==> src/hdl/meov_pkg.sv <==
// ----------------------------------------------------------------------------
// meov_pkg: shared types and constants for the edge adjacency table
// Holds the operation and status codes, the table geometry and the queue
// entry that carries a classified face from front to back.
// ----------------------------------------------------------------------------
package meov_pkg;

  localparam int VertexBits = 20;
  localparam int TableDepth = 4096;
  localparam int IndexBits  = $clog2(TableDepth);
  localparam int KeyBits    = 2 * VertexBits;
  localparam int Corners    = 3;

  typedef logic [VertexBits-1:0] vtx_t;
  typedef logic [KeyBits-1:0]    key_t;
  typedef logic [IndexBits-1:0]  idx_t;

  typedef enum logic [1:0] {
    OP_INSERT = 2'd0,
    OP_QUERY  = 2'd1,
    OP_CLEAR  = 2'd2,
    OP_NONE   = 2'd3
  } op_t;

  typedef enum logic [1:0] {
    ST_OK       = 2'd0,
    ST_FULL     = 2'd1,
    ST_NOTFOUND = 2'd2,
    ST_RSVD     = 2'd3
  } status_t;

  // One classified face: operation, corner vertices and the opposite-edge keys.
  typedef struct packed {
    op_t  op;
    vtx_t va;
    vtx_t vb;
    vtx_t vc;
    key_t ka;
    key_t kb;
    key_t kc;
  } face_t;

  typedef struct packed {
    logic [VertexBits-1:0] oa;
    logic [VertexBits-1:0] ob;
    logic [VertexBits-1:0] oc;
    logic                  ha;
    logic                  hb;
    logic                  hc;
    status_t               st;
  } result_t;

  function automatic key_t make_key(vtx_t p, vtx_t q);
    if (p < q) return {p, q};
    return {q, p};
  endfunction

endpackage

==> src/hdl/meov_out.sv <==
// ----------------------------------------------------------------------------
// meov_out: result skid register
// Holds one finished result beat so the sequencer can start the next face
// while the consumer stalls.
// ----------------------------------------------------------------------------
module meov_out import meov_pkg::*; (
  input  logic    clk,
  input  logic    rst,
  input  logic    res_valid,
  output logic    res_take,
  input  result_t res,
  output logic    out_valid,
  input  logic    out_stall,
  output result_t out_res
);

  assign res_take = res_valid && (!out_valid || !out_stall);

  always_ff @(posedge clk) begin
    if (rst) begin
      out_valid <= 1'b0;
    end else if (res_take) begin
      out_valid <= 1'b1;
    end else if (!out_stall) begin
      out_valid <= 1'b0;
    end
  end

  always_ff @(posedge clk) begin
    if (res_take) out_res <= res;
  end

endmodule

==> config.mk <==
export PLATFORM = sky130hd
export DESIGN_NAME = meov_out
export DESIGN_NICKNAME = d
export VERILOG_FILES = /design/src/hdl/meov_pkg.sv /design/src/hdl/meov_out.sv
export SDC_FILE = /design/constraint.sdc
export NUM_CORES = 1
export LEC_CHECK = 0
export ABC_AREA = 1
export ABC_CLOCK_PERIOD_IN_PS = 5800
export BUFFER_PORTS_ARGS = -buffer_cell sky130_fd_sc_hd__buf_2
export CORE_MARGIN = 2
export CORE_UTILIZATION = 35
export DETAILED_ROUTE_END_ITERATION = 10
export GPL_TIMING_DRIVEN = 1
export PLACE_DENSITY = 0.69
export REMOVE_ABC_BUFFERS = 1
export SLEW_MARGIN = 20
export SYNTH_ARGS = -nofsm -noshare
export SYNTH_HDL_FRONTEND = slang
export SYNTH_SLANG_ARGS = --single-unit
export TNS_END_PERCENT = 1
==> constraint.sdc <==
create_clock -name clk -period 5.8 [get_ports clk]
set_input_delay 0.29 -clock clk [delete_from_list [all_inputs] [get_ports clk]]
set_output_delay 0.29 -clock clk [all_outputs]
set_load 0.03 [all_outputs]
==> results.md <==
* GRT overflow at 0
* FILL cells at 446
* # IOs at 136
* Status: finished clean
* Row cnt at 27
* DRT Wirelength at between 4000 and 5000 um
* CTS clock-pin slew for the worst setup and hold paths at about 0.070 ns
* Critical path capture point type: output port
* Adder-cell area share of the yosys netlist at 0
* Largest family of logic cells by synthesized area: compound AO/OA/AOI/OAI gates
* Number of max-cap violations at 0
* Cell Chain, Critical Path: a21oi_4 > buf_4 > buf_2
* Critical path class: flop to output port
* Root Driver: clkbuf_8
* Initial Utilization at 0.3620
* Post-cts resize count at 0
* Crit path buf inv count at 2
* Syn_area_per_cell at 28.47 um^2
* Post-DP HPWL at 3086 um
* Synth Area in XOR/XNOR at 0
* P per Cell Area at 356.5 mW/mm^2
* Placer Congestion at 0.6793
* Total setup buffers inserted after CTS at 0
* Register area share after synthesis at 0.9893
* Worst path max stage delay at 0.64 ns
* Pre-CTS setup slack at 3.947 ns
* Core area at 0.005507 mm^2
* CTS sink cnt at 66
* Unrepaired setup endpoints after global routing: false
* Total Nets Final at 286
* Synth warn at 0
* Multi-input logic area at 28.78 um^2
* Period utilisation layout at 0.3559
* CP arrival at 1.77 ns
* Max VDD drop at 0.0002024 V
* CTS H-Tree Depth at 3
* CTS Buffer Depth at 2
* Syn Inst Count at 70
* Critical Path RT at 5.51 ns
* Tmin final at 2.064 ns
* Crit-path slowest cell: buf_4
* CTS tree: yes
* Unique masters post-synth at 6
* Tightest Hold Check Type: input pin to flop
* Die X at 79.47 um
* Routed len/inst at about 14 um
* Top delay family on crit path: buffers and inverters
* Complex-gate fraction of the synthesized area at 0.006905
* Die height at approximately 79 um
* Vias in the first global route at around 1,300
* Detailed-route DRC error count at 0
* Layout area overhead at 49.40%
* Mapped Area at around 0.002 mm^2
* Antenna viol nets, final at 0
* Initial antenna violation count at 0
* Storage element area at 0.001972 mm^2
* Port Buf Inserts at between 100 and 150
* Synth Area in Simple Gates at 0.001883
* Drt first pass iters at 4
* CP Max Fanout at between 60 and 70
* Final WS setup at 3.736 ns
* Largest net degree at the start of global routing at 67
* Upper clock frequency limit at 484.5 MHz
* Layout Skew at approximately 0.0066 ns
* Worst Max-Slew Pin Slew at around 0.80 ns
* Slew Viols, Final at 0
* Share of cells above drive strength 1 at 0.6937
* Yosys reg bits at 66
* Die area at between 0.006 and 0.007 mm^2
* Drt initial violations at 51
* Via Count at 1,230
* Clock Latency Late Sink at 0.33 ns
* Antenna cells at 0
* Vias per std cell at 4.184
* Post-synthesis mux area share at 0
* CTS Buf Count at 9
* Setup TNS at 0 ns
* First-pass GRT wire length at 6058 um
* CP Launch Type: flop
* Static leakage at 0.001282 uW
* Setup Viol. Count Final at 0
* Fin. Hold Viols at 0
* GRT Total Usage at 0.1379
* # hold bufs at CTS at 0
* Slew HR at 0.4699
==> cell usage after synthesis <==
library cell | number | area share
a21oi_1 | 1 | 0.0025
a21oi_2 | 1 | 0.0044
dfxtp_1 | 1 | 0.010
edfxtp_1 | 65 | 0.98
inv_1 | 1 | 0.0019
nand2_1 | 1 | 0.0019
==> report_power, final <==
part / switching (uW) / internal [uW]
Clock: 179 / 201
Combinational: 82.9 / 34.6
Sequential: 6.53 / 557
Total: 269 / 793
==> cells in the final DEF (no fill, tap or decap) <==
| cell type | n |
|---|---|
| buf_4 | 1 |
| bufinv_16 | 1 |
| clkinvlp_4 | 2 |
| inv_6 | 2 |
| inv_1 | 1 |
| buf_2 | 135 |
| dfxtp_1 | 1 |
| clkinv_2 | 1 |
| nand2_1 | 1 |
| edfxtp_1 | 65 |
| clkbuf_8 | 9 |
| a21oi_2 | 1 |
| clkinv_4 | 1 |
| a21oi_4 | 1 |
==> final timing paths <==
| kind | startpoint | end | slack, ns | cells after the start |
|---|---|---|---|---|
| max reg2reg | out_valid$_SDFFE_PP0P_ | out_res[9]$_DFFE_PP_ | 4.28 | 2 |
| min | rst | out_valid$_SDFFE_PP0P_ | 0.11 | 2 |
| max | out_valid$_SDFFE_PP0P_ | res_take | 3.74 | 3 |
| min reg2reg | out_valid$_SDFFE_PP0P_ | out_valid$_SDFFE_PP0P_ | 0.53 | 2 |
==> through the flow <==
| stage | cells | cell area (um^2) | utilization | hold slack (ns) | total power [uW] |
|---|---|---|---|---|---|
| 5_1_grt | 294 | 2978 | 0.5408 | 0.09009 | 1100 |
| 4_1_cts | 294 | 2978 | 0.5408 | 0.08844 | 1075 |
| 3_3_place_gp | 278 | 2778 | 0.5044 | 0.4567 | 690.8 |
| 2_1_floorplan | 70 | 1993 | - | 0.3524 | 644.2 |
| 6_report | 294 | 2978 | 0.5408 | 0.1077 | 1062 |
| 3_5_place_dp | 278 | 2778 | 0.5044 | 0.4530 | 693.2 |
==> final cells by class <==
class,count,share of cell area
inverter,1,0.001261
clock buffer,9,0.04160
multi-input combinational,3,0.009664
tap,72,0.03025
clock inverter,7,0.02563
timing repair buffer,136,0.2294
sequential,66,0.6622
==> routing by layer <==
layer	track usage	up-vias	routed length, um
met4	0.09828	0	93
li1	-	579	-
met2	0.2101	82	2113
met3	0.09163	10	612
met5	0	-	0
met1	0.1328	559	1435
==> cells by family (layout without fill, tap and decap cells) <==
group,Yosys count,count (layout)
compound gates,2,2
flops,66,66
buf+inv,1,153
simple gates,1,1
==> flip-flops by register name, summed over array words and instances (netlist names) <==
| register | flops |
|---|---|
| out_res | 65 |
| out_valid | 1 |
==> worst reg2reg max path, cell delays in order, from the launching register on <==
cell and delay, ns:
dfxtp_1 0.35, a21oi_4 0.12, buf_4 0.64
No activity file was read; power rests on OpenSTA's default activity.
