<file path="src/hdl/meov_pkg.sv">
// ----------------------------------------------------------------------------
// meov_pkg: shared types and constants for the edge adjacency table
// Holds the operation and status codes, the table geometry and the queue
// entry that carries a classified face from front to back.
// ----------------------------------------------------------------------------
package meov_pkg;

  localparam int VertexBits = 20;
  localparam int TableDepth = 4096;
  localparam int IndexBits  = $clog2(TableDepth);
  localparam int KeyBits    = 2 * VertexBits;
  localparam int Corners    = 3;

  typedef logic [VertexBits-1:0] vtx_t;
  typedef logic [KeyBits-1:0]    key_t;
  typedef logic [IndexBits-1:0]  idx_t;

  typedef enum logic [1:0] {
    OP_INSERT = 2'd0,
    OP_QUERY  = 2'd1,
    OP_CLEAR  = 2'd2,
    OP_NONE   = 2'd3
  } op_t;

  typedef enum logic [1:0] {
    ST_OK       = 2'd0,
    ST_FULL     = 2'd1,
    ST_NOTFOUND = 2'd2,
    ST_RSVD     = 2'd3
  } status_t;

  // One classified face: operation, corner vertices and the opposite-edge keys.
  typedef struct packed {
    op_t  op;
    vtx_t va;
    vtx_t vb;
    vtx_t vc;
    key_t ka;
    key_t kb;
    key_t kc;
  } face_t;

  typedef struct packed {
    logic [VertexBits-1:0] oa;
    logic [VertexBits-1:0] ob;
    logic [VertexBits-1:0] oc;
    logic                  ha;
    logic                  hb;
    logic                  hc;
    status_t               st;
  } result_t;

  function automatic key_t make_key(vtx_t p, vtx_t q);
    if (p < q) return {p, q};
    return {q, p};
  endfunction

endpackage

</file>
<file path="src/hdl/meov_front.sv">
// ----------------------------------------------------------------------------
// meov_front: face intake and edge key formation
// Accepts a face beat, builds the three opposite-edge keys and pushes the
// classified face into a two-entry queue toward the back end.
// ----------------------------------------------------------------------------
module meov_front import meov_pkg::*; (
  input  logic            clk,
  input  logic            rst,
  input  logic            in_valid,
  output logic            in_stall,
  input  logic [1:0]      op,
  input  logic [VertexBits-1:0] va,
  input  logic [VertexBits-1:0] vb,
  input  logic [VertexBits-1:0] vc,
  output logic            q_valid,
  input  logic            q_pop,
  output face_t           q_face
);

  face_t     mem [2];
  logic      wr_ptr;
  logic      rd_ptr;
  logic [1:0] count;
  logic      push;
  face_t     face_in;

  assign in_stall = (count == 2'd2);
  assign push     = in_valid && !in_stall;

  always_comb begin
    face_in.op = op_t'(op);
    face_in.va = va;
    face_in.vb = vb;
    face_in.vc = vc;
    face_in.ka = make_key(vb, vc);
    face_in.kb = make_key(vc, va);
    face_in.kc = make_key(va, vb);
  end

  always_ff @(posedge clk) begin
    if (push) begin
      mem[wr_ptr] <= face_in;
    end
  end

  always_ff @(posedge clk) begin
    if (rst) begin
      wr_ptr <= 1'b0;
      rd_ptr <= 1'b0;
      count  <= 2'd0;
    end else begin
      if (push) wr_ptr <= ~wr_ptr;
      if (q_pop) rd_ptr <= ~rd_ptr;
      count <= count + {1'b0, push} - {1'b0, q_pop};
    end
  end

  assign q_valid = (count != 2'd0);
  assign q_face  = mem[rd_ptr];

endmodule

</file>
<file path="config.mk">
export PLATFORM = sky130hd
export DESIGN_NAME = meov_front
export DESIGN_NICKNAME = d
export VERILOG_FILES = /design/src/hdl/meov_pkg.sv /design/src/hdl/meov_front.sv
export SDC_FILE = /design/constraint.sdc
export NUM_CORES = 1
export LEC_CHECK = 0
export ABC_AREA = 1
export BUFFER_PORTS_ARGS = -buffer_cell sky130_fd_sc_hd__buf_2
export CAP_MARGIN = 20
export CORE_ASPECT_RATIO = 2
export CORE_UTILIZATION = 30
export DETAILED_ROUTE_END_ITERATION = 16
export GPL_ROUTABILITY_DRIVEN = 0
export PLACE_DENSITY_LB_ADDON = 0.15
export SYNTH_ARGS = -nofsm -noshare
export SYNTH_HDL_FRONTEND = slang
export SYNTH_SLANG_ARGS = --single-unit
</file>
<file path="constraint.sdc">
create_clock -name clk -period 9.5 [get_ports clk]
set_input_delay 1.425 -clock clk [delete_from_list [all_inputs] [get_ports clk]]
set_output_delay 1.425 -clock clk [all_outputs]
set_load 0.01 [all_outputs]
</file>
==> impl_metrics.csv <==
group,metric,value,unit
status,outcome,"finished, final reports clean",
detailed_routing,drc,0,
detailed_routing,drt_wl_total,52100,um
yosys,ys_seq_area_share,65.1,%
final_layout,fin_nets,1649,
critical_path,worstReg2RegStart,"count[1]$_SDFF_PP0_",
critical_path,ff2ff_setup_slack,6.69,ns
global_route,first_global_vias,10995,
power,cellLeakagePower,8.12,nW
global_route,grt-ovfl-total,0,
cts,cts_sinks,369,
critical_path,cp.required,8.08,ns
critical_path,critical_path_class,"flop to output port",
cts,insertion_delay,0.55,ns
critical_path,crit_arrival,3.43,ns
worst_hold_path,hp-start,"rd_ptr$_SDFFE_PP0P_",
global_route,top_usage_layer,"met2",
floorplanning,die_x,170,um
global_route,track_usage,18.1,%
detailed_routing,wl_per_cell,22.7,um
job,drv_cap,0,
placement,dpl.cell_count,2228,
sta,setup_viol,0,
cts,cts_resized,0,
yosys,ys_types,21,
final_layout,area_growth,18.4,%
placement,port_buffers,249,
global_route,grt_pass1_wl,74300,um
cts,cts_root_buf,"clkbuf_16",
critical_path,reg2regPathDepth,5,
critical_path,crit_path_end_kind,"output port",
sta,setup_slack,4.64,ns
power,p_per_area,215,nW/um2
yosys,syn-num-nets,1413,
final_layout,mostFrequentLayoutCell,"edfxtp_1",
yosys,ys_ff_latch,369,
critical_path,r2r-end,"mem[0][127]$_DFFE_PP_",
floorplanning,placementRows,122,
critical_path,start_kind,"flop",
detailed_routing,drtPass1Iterations,5,
floorplanning,core,55600,um2
global_route,grt_max_degree,127,
yosys,syn_avg_cell_area,13.2,um2
cts,post_cts_buffers,0,
sta,fmax,206,MHz
placement,hpwl,33900,um
sta,finalWorstPathRequiredPeriod,4.86,ns
cts,clk_pin_slew,0.06,ns
detailed_routing,via_per_inst,4.78,
global_route,met2_usage,34.3,%
final_layout,drive_gt1_share,33.2,%
yosys,synth_top_area_cell,"edfxtp_1",
floorplanning,ios,250,
floorplanning,start_util,30.5,%
placement,dpl_worst_slack,4.69,ns
global_route,use_met1,19.4,%
yosys,synth_area,16900,um2
worst_hold_path,min_path_type,"flop to flop",
global_route,antenna_found_initial,4,
critical_path,crit_fanout,55,
floorplanning,die-area,57500,um2
sta,rsz0062_at_grt,"false",
global_route,grt_use_met3,3.43,%
detailed_routing,drt_iter0_markers,624,
sta,period_share,51.1,%
sta,tns,0,ns
cts,cts.hold.buffers_added,0,
detailed_routing,via_count,10973,
yosys,synth_top_area_share,64.5,%
sta,tightestPinTransition,1.07,ns
final_layout,n_antenna_cell,0,
cts,htree_levels,2,
detailed_routing,antenna_left,0,
final_layout,layout.cells.non_filler,2294,
yosys,post_synth_inst_count,1288,
yosys,synth.area.top_cells,"edfxtp_1, mux2_2, nand2_1",
power,vdd_drop_max,0.138,mV
floorplanning,die_h,338,um
power,total_power,4.32,mW
sta,relSlewSlack,28.3,%
sta,skew,0.0141,ns
sta,report.final.slew_viol_count,0,
worst_hold_path,holdPathStages,2,
cts,cts_inserted_buffers,38,
cts,cts_tree,"yes",
yosys,yosysWarnings,0,
sta,finalHoldViolations,0,
final_layout,layout_common_cells,"edfxtp_1, nand2_1, buf_2",
cts,cts_buffer_depth,3,
-- worst max-delay path by stage --
stage / start / end / slack, ns / cells after the start
2_1_floorplan: in_valid / mem[1][0]$_DFFE_PP_ / -0.41 / 2
3_3_place_gp: va[19] / mem[0][78]$_DFFE_PP_ / 4.40 / 11
3_5_place_dp: vb[19] / mem[1][14]$_DFFE_PP_ / 4.69 / 11
4_1_cts: flop / q_face[46] / 4.45 / 4
5_1_grt: flop / q_face[46] / 4.40 / 4
6_report: flop / q_face[46] / 4.64 / 4
-- per-layer routing --
metal | vias up | routed length [um] | share of wire (%)
li1 | 5103 | - | -
met1 | 5435 | 19100 | 37
met2 | 344 | 28600 | 55
met3 | 83 | 2680 | 5.1
met4 | 8 | 1610 | 3.1
met5 | - | 52 | 0.10
-- state kept, by name (all words and copies together), names as in the netlist, named ones only --
register / count
count: 2
mem: 364
rd_ptr: 1
wr_ptr: 1
-- Yosys cell counts (all sizes together) --
library cell / number
xnor2: 2
clkbuf: 1
o21ai: 1
a21o: 3
a21oi: 18
or2: 1
nand3: 3
dfxtp: 5
nand4: 120
nor2: 25
ha: 59
mux2: 182
buf: 67
inv: 94
nand2: 341
edfxtp: 364
nor3b: 2
-- stage by stage --
| step | hold WS [ns] | util, % | instance area [um2] |
|---|---|---|---|
| 2_1_floorplan | 0.480 | - | 16900 |
| 3_3_place_gp | 0.495 | 34.0 | 18900 |
| 3_5_place_dp | 0.499 | 34.0 | 18900 |
| 4_1_cts | 0.519 | 36.1 | 20100 |
| 5_1_grt | 0.568 | 36.1 | 20100 |
| 6_report | 0.520 | 36.1 | 20100 |
-- cell families after synthesis --
family                   Yosys count  share of synthesized area [%]
flip-flops                       369                           65.1
buffers and inverters            162                           4.53
adder cells (fa/ha/maj)           59                           4.36
multiplexers                     182                           12.1
AO/OA/AOI/OAI                     22                          0.761
XOR/XNOR                           2                          0.103
AND/OR/NAND/NOR                  492                           13.1
-- layout make-up --
cell class,count,area [um2]
multi-input cells,757,5180
repair buffers,264,1380
clock inverters,18,165
fillers,5567,35500
clock buffers,48,1010
well taps,744,931
inverters,94,353
flip-flops and latches,369,11000
-- critical path, cell delays in order, from the launching register on --
cell	delay [ns]
dfxtp_4	0.70
buf_4	0.72
buf_4	0.76
mux2_2	0.47
buf_2	0.16
-- report_power, final --
part	leakage, nW	switching (mW)	total [mW]	internal [mW]
sequential	3.45	0.0395	2.06	2.02
clock	0.569	0.631	1.46	0.833
combinational	4.10	0.507	0.796	0.289
No activity file was read; power rests on OpenSTA's default activity.
